$ cat src/vmpc_pkg.sv
`default_nettype none

package vmpc_pkg;

	// configuration register indexes
	localparam logic [2:0] CFG_KEY_LOW  = 3'd0;
	localparam logic [2:0] CFG_KEY_HIGH = 3'd1;
	localparam logic [2:0] CFG_KEY_LEN  = 3'd2;
	localparam logic [2:0] CFG_IV_LOW   = 3'd3;
	localparam logic [2:0] CFG_IV_HIGH  = 3'd4;
	localparam logic [2:0] CFG_IV_LEN   = 3'd5;

	localparam int unsigned BYTE_W = 8;

	// one access to the permutation memory: optional write plus a read
	typedef struct packed {
		logic              we;
		logic [BYTE_W-1:0] waddr;
		logic [BYTE_W-1:0] wdata;
		logic [BYTE_W-1:0] raddr;
	} ram_req_t;

endpackage

`default_nettype wire

$ cat src/vmpc_perm_ram.sv
`default_nettype none

module vmpc_perm_ram (
	input  wire logic                       clk,
	input  wire vmpc_pkg::ram_req_t         req,
	output logic [vmpc_pkg::BYTE_W-1:0]     rdata_q
);

	logic [vmpc_pkg::BYTE_W-1:0] mem_q [256];

	// read returns the old contents when the same entry is written in that cycle
	always_ff @(posedge clk) begin
		if (req.we) begin
			mem_q[req.waddr] <= req.wdata;
		end
		rdata_q <= mem_q[req.raddr];
	end

endmodule

`default_nettype wire

$ cat src/vmpc_stream_cipher.sv
`default_nettype none

// VMPC stream cipher with initialization vector.
// Configuration: write key, vector and lengths through cfg_valid/cfg_index/cfg_data
// while the block is idle; cfg_ready is always high.
// Input channel in_valid/in_ready carries data_in and first_of_message. A
// transaction with first_of_message set rebuilds the 256-entry permutation:
// an identity fill, then SCHEDULE_ROUNDS rounds over the key and as many over
// the vector, each round stepping through R_RJ, R_RS, R_W1 and R_W2.
// Each byte then costs 5 dependent passes through the single-port-read
// permutation memory; data_out is registered in K_R4 after K_RJ, K_RS, K_R2
// and K_R3, and the next byte is taken only once the block is back in idle.
// Output channel out_valid/out_ready holds data_out in a register; if the
// receiver stalls, the block parks the finished keystream byte and waits
// before taking the next input.
// Reset clears the control registers (lengths to 16, indexes to 0). The permutation
// is not cleared: the first transaction after reset must set first_of_message.
module vmpc_stream_cipher #(
	parameter int unsigned MAX_KEY_BYTES   = 16,
	parameter int unsigned MAX_IV_BYTES    = 16,
	parameter int unsigned SCHEDULE_ROUNDS = 768
) (
	input  wire logic        clk,
	input  wire logic        arst_n,
	input  wire logic        cfg_valid,
	output logic             cfg_ready,
	input  wire logic [2:0]  cfg_index,
	input  wire logic [63:0] cfg_data,
	input  wire logic        in_valid,
	output logic             in_ready,
	input  wire logic        first_of_message,
	input  wire logic [7:0]  data_in,
	output logic             out_valid,
	input  wire logic        out_ready,
	output logic [7:0]       data_out
);

	localparam int unsigned RW = $clog2(SCHEDULE_ROUNDS);

	typedef enum logic [11:0] {
		ST_IDLE = 12'b000000000001,
		ST_FILL = 12'b000000000010,
		ST_R_RJ = 12'b000000000100,
		ST_R_RS = 12'b000000001000,
		ST_R_W1 = 12'b000000010000,
		ST_R_W2 = 12'b000000100000,
		ST_K_RJ = 12'b000001000000,
		ST_K_RS = 12'b000010000000,
		ST_K_R2 = 12'b000100000000,
		ST_K_R3 = 12'b001000000000,
		ST_K_R4 = 12'b010000000000,
		ST_HOLD = 12'b100000000000
	} state_t;

	state_t state_q;

	logic [63:0] key_lo_q, key_hi_q, iv_lo_q, iv_hi_q;
	logic [4:0]  key_len_q, iv_len_q;

	logic [7:0]    s_q, n_q, fill_q;
	logic [RW-1:0] m_q;
	logic [3:0]    kidx_q;
	logic          pass_q;
	logic          out_valid_q;
	logic          fwd_q;

	logic [7:0] pn_q, ps_q, ks_q, data_q, data_out_q;

	logic [7:0]         rdata, rdata_fwd;
	vmpc_pkg::ram_req_t ram_req;

	logic [4:0]    key_len_eff, iv_len_eff, len_eff;
	logic [127:0]  src_bytes;
	logic [7:0]    kb;
	logic [RW-1:0] m_inc;
	logic          round_last, kidx_wrap, out_free;

	function automatic logic [4:0] clamp_len(input logic [4:0] len, input logic [4:0] maxlen);
		logic [4:0] r;
		r = len;
		if (len == 5'd0) begin
			r = 5'd1;
		end else if (len > maxlen) begin
			r = maxlen;
		end
		return r;
	endfunction

	assign key_len_eff = clamp_len(key_len_q, 5'(MAX_KEY_BYTES));
	assign iv_len_eff  = clamp_len(iv_len_q, 5'(MAX_IV_BYTES));
	assign len_eff     = pass_q ? iv_len_eff : key_len_eff;
	assign src_bytes   = pass_q ? {iv_hi_q, iv_lo_q} : {key_hi_q, key_lo_q};
	assign kb          = src_bytes[{kidx_q, 3'b000} +: 8];
	assign kidx_wrap   = (kidx_q == 4'(len_eff - 5'd1));
	assign m_inc       = m_q + RW'(1);
	assign round_last  = (m_q == RW'(SCHEDULE_ROUNDS - 1));
	assign out_free    = !out_valid_q || out_ready;
	// last round of a pass wrote entry 0 in the cycle the next step read it
	assign rdata_fwd   = fwd_q ? ps_q : rdata;

	assign cfg_ready = 1'b1;
	assign in_ready  = (state_q == ST_IDLE);
	assign out_valid = out_valid_q;
	assign data_out  = data_out_q;

	vmpc_perm_ram u_ram (
		.clk     (clk),
		.req     (ram_req),
		.rdata_q (rdata)
	);

	// memory access per state; a read issued here returns next cycle
	always_comb begin
		ram_req.we    = 1'b0;
		ram_req.waddr = n_q;
		ram_req.wdata = ps_q;
		ram_req.raddr = n_q;
		unique case (state_q)
			ST_IDLE: begin
				ram_req.raddr = n_q;
			end
			ST_FILL: begin
				ram_req.we    = 1'b1;
				ram_req.waddr = fill_q;
				ram_req.wdata = fill_q;
				ram_req.raddr = 8'd0;
			end
			ST_R_RJ: begin
				ram_req.raddr = s_q + rdata_fwd + kb;
			end
			ST_R_RS: begin
				ram_req.raddr = rdata;
			end
			ST_R_W1: begin
				ram_req.we    = 1'b1;
				ram_req.waddr = s_q;
				ram_req.wdata = pn_q;
			end
			ST_R_W2: begin
				ram_req.we    = 1'b1;
				ram_req.waddr = m_q[7:0];
				ram_req.wdata = ps_q;
				ram_req.raddr = round_last ? 8'd0 : m_inc[7:0];
			end
			ST_K_RJ: begin
				ram_req.raddr = s_q + rdata_fwd;
			end
			ST_K_RS: begin
				ram_req.raddr = rdata;
			end
			ST_K_R2: begin
				ram_req.raddr = rdata;
			end
			ST_K_R3: begin
				// swap's first half; this read still sees the pre-swap entry
				ram_req.raddr = rdata + 8'd1;
				ram_req.we    = 1'b1;
				ram_req.waddr = s_q;
				ram_req.wdata = pn_q;
			end
			ST_K_R4: begin
				ram_req.we    = 1'b1;
				ram_req.waddr = n_q;
				ram_req.wdata = ps_q;
			end
			ST_HOLD: begin
				ram_req.raddr = n_q;
			end
			default: begin
				ram_req.raddr = n_q;
			end
		endcase
	end

	always_ff @(posedge clk or negedge arst_n) begin
		if (!arst_n) begin
			state_q     <= ST_IDLE;
			key_lo_q    <= '0;
			key_hi_q    <= '0;
			key_len_q   <= 5'd16;
			iv_lo_q     <= '0;
			iv_hi_q     <= '0;
			iv_len_q    <= 5'd16;
			s_q         <= '0;
			n_q         <= '0;
			fill_q      <= '0;
			m_q         <= '0;
			kidx_q      <= '0;
			pass_q      <= 1'b0;
			out_valid_q <= 1'b0;
			fwd_q       <= 1'b0;
		end else begin
			if (cfg_valid) begin
				unique case (cfg_index)
					vmpc_pkg::CFG_KEY_LOW:  key_lo_q  <= cfg_data;
					vmpc_pkg::CFG_KEY_HIGH: key_hi_q  <= cfg_data;
					vmpc_pkg::CFG_KEY_LEN:  key_len_q <= cfg_data[4:0];
					vmpc_pkg::CFG_IV_LOW:   iv_lo_q   <= cfg_data;
					vmpc_pkg::CFG_IV_HIGH:  iv_hi_q   <= cfg_data;
					vmpc_pkg::CFG_IV_LEN:   iv_len_q  <= cfg_data[4:0];
					default: ;
				endcase
			end

			fwd_q <= (state_q == ST_R_W2) && round_last && (m_q[7:0] == 8'd0);

			// K_R4 and HOLD load a new result whenever the old one leaves
			if (out_valid_q && out_ready && state_q != ST_K_R4 && state_q != ST_HOLD) begin
				out_valid_q <= 1'b0;
			end

			unique case (state_q)
				ST_IDLE: begin
					if (in_valid) begin
						if (first_of_message) begin
							state_q <= ST_FILL;
							fill_q  <= '0;
							s_q     <= '0;
							m_q     <= '0;
							kidx_q  <= '0;
							pass_q  <= 1'b0;
						end else begin
							state_q <= ST_K_RJ;
						end
					end
				end
				ST_FILL: begin
					fill_q <= fill_q + 8'd1;
					if (fill_q == 8'hFF) begin
						state_q <= ST_R_RJ;
					end
				end
				ST_R_RJ: state_q <= ST_R_RS;
				ST_R_RS: begin
					s_q     <= rdata;
					state_q <= ST_R_W1;
				end
				ST_R_W1: state_q <= ST_R_W2;
				ST_R_W2: begin
					if (round_last) begin
						m_q    <= '0;
						kidx_q <= '0;
						if (!pass_q) begin
							pass_q  <= 1'b1;
							state_q <= ST_R_RJ;
						end else begin
							n_q     <= '0;
							state_q <= ST_K_RJ;
						end
					end else begin
						kidx_q  <= kidx_wrap ? 4'd0 : kidx_q + 4'd1;
						m_q     <= m_inc;
						state_q <= ST_R_RJ;
					end
				end
				ST_K_RJ: state_q <= ST_K_RS;
				ST_K_RS: begin
					s_q     <= rdata;
					state_q <= ST_K_R2;
				end
				ST_K_R2: state_q <= ST_K_R3;
				ST_K_R3: state_q <= ST_K_R4;
				ST_K_R4: begin
					n_q <= n_q + 8'd1;
					if (out_free) begin
						out_valid_q <= 1'b1;
						state_q     <= ST_IDLE;
					end else begin
						state_q <= ST_HOLD;
					end
				end
				ST_HOLD: begin
					if (out_free) begin
						out_valid_q <= 1'b1;
						state_q     <= ST_IDLE;
					end
				end
				default: state_q <= ST_IDLE;
			endcase
		end
	end

	always_ff @(posedge clk) begin
		if (state_q == ST_IDLE && in_valid) begin
			data_q <= data_in;
		end
		if (state_q == ST_R_RJ || state_q == ST_K_RJ) begin
			pn_q <= rdata_fwd;
		end
		if (state_q == ST_R_W1 || state_q == ST_K_R2) begin
			ps_q <= rdata;
		end
		if (state_q == ST_K_R4) begin
			ks_q <= rdata;
			if (out_free) begin
				data_out_q <= data_q ^ rdata;
			end
		end
		if (state_q == ST_HOLD && out_free) begin
			data_out_q <= data_q ^ ks_q;
		end
	end

	a_state_onehot: assert property (@(posedge clk) disable iff (!arst_n)
		$onehot(state_q))
		else $error("state register not one-hot");

	a_idle_no_write: assert property (@(posedge clk) disable iff (!arst_n)
		(state_q == ST_IDLE || state_q == ST_HOLD) |-> !ram_req.we)
		else $error("permutation written while waiting");

	a_rekey_starts_fill: assert property (@(posedge clk) disable iff (!arst_n)
		(in_valid && in_ready && first_of_message) |=> (state_q == ST_FILL))
		else $error("rekey transaction did not start the fill");

	a_out_source: assert property (@(posedge clk) disable iff (!arst_n)
		$rose(out_valid_q) |-> ($past(state_q) == ST_K_R4 || $past(state_q) == ST_HOLD))
		else $error("result produced outside the keystream step");

endmodule

`default_nettype wire
$ cat config.mk
export PLATFORM = sky130hd
export DESIGN_NAME = vmpc_stream_cipher
export DESIGN_NICKNAME = d
export VERILOG_FILES = /design/src/vmpc_pkg.sv /design/src/vmpc_perm_ram.sv /design/src/vmpc_stream_cipher.sv
export SDC_FILE = /design/constraint.sdc
export NUM_CORES = 2
export LEC_CHECK = 0
export ABC_AREA = 0
export BUFFER_PORTS_ARGS = -buffer_cell sky130_fd_sc_hd__buf_2
export CAP_MARGIN = 10
export CORE_MARGIN = 4
export CORE_UTILIZATION = 40
export DETAILED_ROUTE_END_ITERATION = 8
export GPL_TIMING_DRIVEN = 0
export SYNTH_ARGS = -nofsm -noshare
export SYNTH_HDL_FRONTEND = slang
export SYNTH_HIERARCHICAL = 1
export SYNTH_SLANG_ARGS = --single-unit
export TNS_END_PERCENT = 20
$ cat constraint.sdc
create_clock -name clk -period 17 [get_ports clk]
set_input_delay 3.4 -clock clk [delete_from_list [all_inputs] [get_ports clk]]
set_output_delay 3.4 -clock clk [all_outputs]
set_load 0.01 [all_outputs]
== Yosys cells after proc, flatten, opt, wreduce, memory -nomap -nowiden ==
Memory sizes are Yosys's and may differ from the RTL's. A register that Yosys moved wholly into a read port is not among the register bits.
Index checks and enable logic that the tools add are counted.
Word-level totals
  logic and storage cells: 146
  flip-flop bits (word level): 359
  input port bits: 81
  memories: 1
  output and inout port bits: 11
  RAM bits: 2048
Cells by class
  shift operators: 1
  reduce and logical (&&, ||, !) cells: 38
  $lt $le $gt $ge: 2
  equality and inequality tests: 28
  add/subtract/negate cells: 8
  mux-type cells: 46
  bitwise operators: 2
Memory list
  u_ram.mem_q: depth 256, width 8, read ports 1, clocked after Yosys merged registers in 1, write ports 1, RTL line vmpc_perm_ram.sv:9  | logic [vmpc_pkg::BYTE_W-1:0] mem_q [256];
Operators by type and width (number)
  one-hot mux 12 bit (12 select lines): 1
  2-to-1 mux 128 bit: 1
  variable part select 128 x 8 -> 8 bit: 1
  2-to-1 mux 8 bit: 9
  one-hot mux 17 bit (4 select lines): 1
  2-to-1 mux 12 bit: 5
  one-hot mux 8 bit (2 select lines): 3
  one-hot mux 8 bit (6 select lines): 1
  2-to-1 mux 4 bit: 9
  2-to-1 mux 10 bit: 3
  adder 8 x 1 -> 8 bit, second input constant: 3
  one-hot mux 10 bit (2 select lines): 1
  adder 8 bit: 2
  XOR 8 bit: 2
  AND reduction 3 bit: 5
  2-to-1 mux 7 bit: 2
  AND reduction 2 bit: 7
  equality test 12 x 1 -> 1 bit, second input constant: 1
  equality test 12 x 10 -> 1 bit, second input constant: 1
  equality test 12 x 11 -> 1 bit, second input constant: 1
  equality test 12 bit, second input constant: 1
  equality test 12 x 2 -> 1 bit, second input constant: 1
  equality test 12 x 3 -> 1 bit, second input constant: 1
  equality test 12 x 4 -> 1 bit, second input constant: 1
  32 further kinds: 62

== Longest topological paths before layout ==
  depth in word-level cells: 9
  mapped depth: 27
  gate-level depth less buffers: 21

== Hierarchy ==
The synthesis kept the hierarchy.
Modules (own cells, without submodules)
  vmpc_perm_ram: area an instance 79556.3 µm², seq. area each 61659.1 µm², times used 1, cells each 3733
  vmpc_stream_cipher: area an instance 17364.2 µm², seq. area each 9187.6 µm², times used 1, cells each 1287

== Worst setup path after synthesis ==
No wires, ideal clock.
  path type: reg-to-reg
  start point: register state_q[5]
  end point: memory u_ram/mem_q[0][7] in the netlist's numbering (data pin)
  period minus slack after synthesis: 5826 ps
  buffers on the path: 1
  required time: 16136 ps
  path slack: 11174 ps
  setup time: 864 ps
  cell stages (with the launch flop): 7
  data arrival time: 4962 ps
  cell sequence: dfrtp_1 or3_4 or3_1 or2_1 buf_6 nand2_2 a221o_1
RTL lines
  start, declared: RTL line vmpc_stream_cipher.sv:55  | state_t state_q;
  start signal, assigned: RTL line vmpc_stream_cipher.sv:177  | state_q <= ST_IDLE;
  start signal, assigned: RTL line vmpc_stream_cipher.sv:216  | state_q <= ST_FILL;
  start signal, assigned: RTL line vmpc_stream_cipher.sv:223  | state_q <= ST_K_RJ;
  end, declared: RTL line vmpc_perm_ram.sv:9

==> run_results.csv <==
group,metric,value,unit
floorplan,core-area,0.241,mm2
floorplan,num_rows,180,
sta,rsz0062_at_grt,"false",
sta,final.min_clock_period,10.07,ns
yosys,synth_area,0.0969,mm2
yosys,synthArstFlopShare,0.132,
pwr,p_clk_frac,0.448,
yosys,ys_ff_latch,2415,
run,cap_violations,0,
pwr,ir_drop,0.000123,V
clock_tree,clockBufferDepth,4,
sta,clock.fmax,0.0993,GHz
place,routabilityCongestion,0.935,
sta,tns,0,ns
yosys,synth_warnings,6,
worst_setup_path,required,17.69,ns
yosys,synth_cells,5020,
clock_tree,post_cts_buffers,0,
detailed_routing,dr.pass1.iters,6,
layout,drive_above_1_share,0.261,
place,dp_hpwl,204000,um
worst_setup_path,setup.worst_path.class,"flip-flop to flip-flop",
pwr,p_sw_frac,0.201,
clock_tree,cts-root-buf,"clkbuf_16",
outcome,status,"finished clean",
global_routing,first_global_vias,52700,
clock_tree,ctsHoldBuffers,0,
sta,finalCritPeriodShare,0.593,
layout,area_growth,14.3,%
floorplan,io_pins,92,
clock_tree,cts_tree,"done",
floorplan,initial_core_util,0.403,
worst_setup_path,setup.worst_path.start_class,"flip-flop",
yosys,yosysUniqueCellTypes,92,
yosys,synth_edf_count,2088,
pwr,p_switching,2.50,mW
yosys,ys.flop_type,"edfxtp_1",
detailed_routing,drt-total-wl,299000,um
hold_path,hold_path.class,"flip-flop to flip-flop",
clock_tree,clock-sinks,2415,
pwr,intPower,9.96,mW
sta,whs,0.500,ns
sta,slew_viol_final,0,
floorplan,die_area,0.250,mm2
sta,final-setup-viol-count,0,
clock_tree,clkTransAtPathRegs,0.06,ns
global_routing,grt_pass1_wl,415000,um
place,portBuffers,90,
detailed_routing,wl_per_cell,33.8,um
floorplan,chipHeight,500,um
yosys,ys_seq_area_frac,0.731,
global_routing,grt_max_degree,112,
pwr,power_density,112,mW/mm2
pwr,p_leak,36.0,nW
floorplan,die_w,500,um
clock_tree,htreeDepth,5,
sta,hold_viol,0,
pwr,p_seq_frac,0.527,
pwr,pwr-share-comb,0.026,
sta,tightest_slew,1.41,ns
detailed_routing,vias,53600,
detailed_routing,avgViaCountPerCell,6.07,
yosys,synth_nets,5124,
layout,nNetsFinal,5536,
global_routing,grtUsageTotal,0.236,
layout,fin_util,0.460,
global_routing,grt_overflow_total,0,
clock_tree,numCtsBuffers,274,
sta,max_slew_margin,0.0569,
detailed_routing,drc_errors,0,
worst_setup_path,path_max_fanout,10,
global_routing,grt_antenna_before_repair,21,
worst_setup_path,endpoint_kind,"flip-flop",
clock_tree,cts_resized,0,
clock_tree,insertion_delay,0.94,ns
detailed_routing,antenna_left,0,
detailed_routing,drtIter0Drc,7717,
yosys,syn_avg_cell_area,19.3,um2
worst_setup_path,arrival,10.76,ns
sta,skew,0.0874,ns
## cell usage after synthesis, types with 40 or more instances
master | number | area, um2
edfxtp_1 | 2088 | 62700
nand3_1 | 50 | 250
o221ai_1 | 53 | 464
mux4_2 | 508 | 11400
mux2_2 | 284 | 3200
a22oi_1 | 144 | 1080
buf_2 | 40 | 200
a21oi_1 | 117 | 586
dfrtp_1 | 316 | 7910
o21ai_0 | 62 | 310
clkbuf_1 | 158 | 593
nand2_1 | 122 | 458
mux2i_1 | 171 | 1710
o22ai_1 | 41 | 257
nor2_1 | 330 | 1240
## power groups by stage
stage | registers (mW) | clock network [mW] | logic (mW)
floorplan | 6.66 | 0 | 0.225
global placement | 6.68 | 0 | 0.308
detailed placement | 6.68 | 0 | 0.321
CTS | 6.56 | 5.67 | 0.322
global route | 6.58 | 5.93 | 0.348
finish | 6.56 | 5.58 | 0.320
## cells by family (layout without fill, tap and decap cells)
group / Yosys count / in the layout / share of synthesized area
adders and majority gates: 23 / 23 / 0.00312
and+or+nand+nor: 714 / 714 / 0.0347
DFF: 2415 / 2415 / 0.731
muxes: 965 / 965 / 0.169
AOI/OAI and AO/OA: 541 / 541 / 0.0390
xor gates and xnor gates: 42 / 42 / 0.00395
buffers and inverters: 318 / 923 / 0.0190
other: 2 / 21 / 0.0000775
## placed cells by master (no fill, tap or decap), drive strengths merged, types with 10 or more instances in the layout
master and n:
a211oi 19, a21oi 117, a221oi 18, a22o 10, a22oi 144, and2 12, and3 15, buf 279
bufinv 14, clkbuf 507, clkinv 98, dfrtp 316, diode 19, edfxtp 2088, ha 21, inv 23
mux2 284, mux2i 171, mux4 510, nand2 123, nand2b 17, nand3 50, nand4 17, nor2 330
nor2b 38, nor3 34, nor4 30, o211ai 12, o21ai 64, o221ai 54, o22ai 41, xnor2 25
xor2 16
## worst max-delay path, cell delays in order (launching register included)
cell	delay, ns
dfrtp_1	0.47
buf_2	0.33
clkbuf_1	0.74
clkbuf_1	0.78
mux4_2	0.41
a2111oi_0	0.10
a21oi_1	0.39
ha_1	0.25
inv_1	0.06
fa_1	0.46
xnor2_1	0.20
a222oi_1	0.11
o21ai_0	0.16
mux2i_1	0.11
a21oi_1	0.77
clkinv_1	0.58
buf_4	0.42
nor2_1	0.76
clkbuf_1	0.51
a22oi_1	0.31
a21oi_1	0.73
nor4_2	0.29
nor4_1	0.84
## final cells by class
cell class,count,area (um2)
timing repair buffer,136,1360
clock buffer,349,7420
sequential,2415,70800
inverter,17,76.3
fill,20200,130000
tap,3185,3990
clock inverter,120,935
multi-input combinational,2287,24400
buffer,301,1790
antenna,19,47.5
## worst paths after layout
path                       slack [ns]  depth (start not counted)                to   startpoint
setup / recovery                 6.93                         22  u_ram/rdata_q[1]    kidx_q[0]
hold / removal                   0.50                          1       iv_lo_q[12]  iv_lo_q[12]
setup reg to reg                 6.93                         22  u_ram/rdata_q[1]    kidx_q[0]
hold reg to reg                  0.50                          1       iv_lo_q[12]  iv_lo_q[12]
max in group asynchronous       13.34                          2            s_q[2]       arst_n
min in group asynchronous        2.51                          1      key_lo_q[12]       arst_n
## state kept, by name, indices dropped and copies added (netlist names), 10 cells and up
name         flops
m_q             10
iv_hi_q         64
iv_lo_q         64
key_lo_q        64
state_q         12
key_hi_q        64
u_ram/mem_q   2048
## metrics by stage
step,setup WS (ns),power (mW),cell area [um2],cells
6_report,6.93,12.5,111000,8829
5_1_grt,6.82,12.9,111000,8812
4_1_cts,6.78,12.6,111000,8806
3_5_place_dp,6.92,7.01,102000,8337
3_3_place_gp,6.54,6.99,101000,8295
2_1_floorplan,11.17,6.89,96900,5020
## per-layer routing
metal	global-route usage	vias to the layer above	wire [um]
li1	-	21400	-
met3	0.0720	581	33800
met2	0.355	3012	135000
met1	0.322	28700	117000
met5	0	-	34
met4	0.0975	6	13200
(Power assumes the default switching activity.)
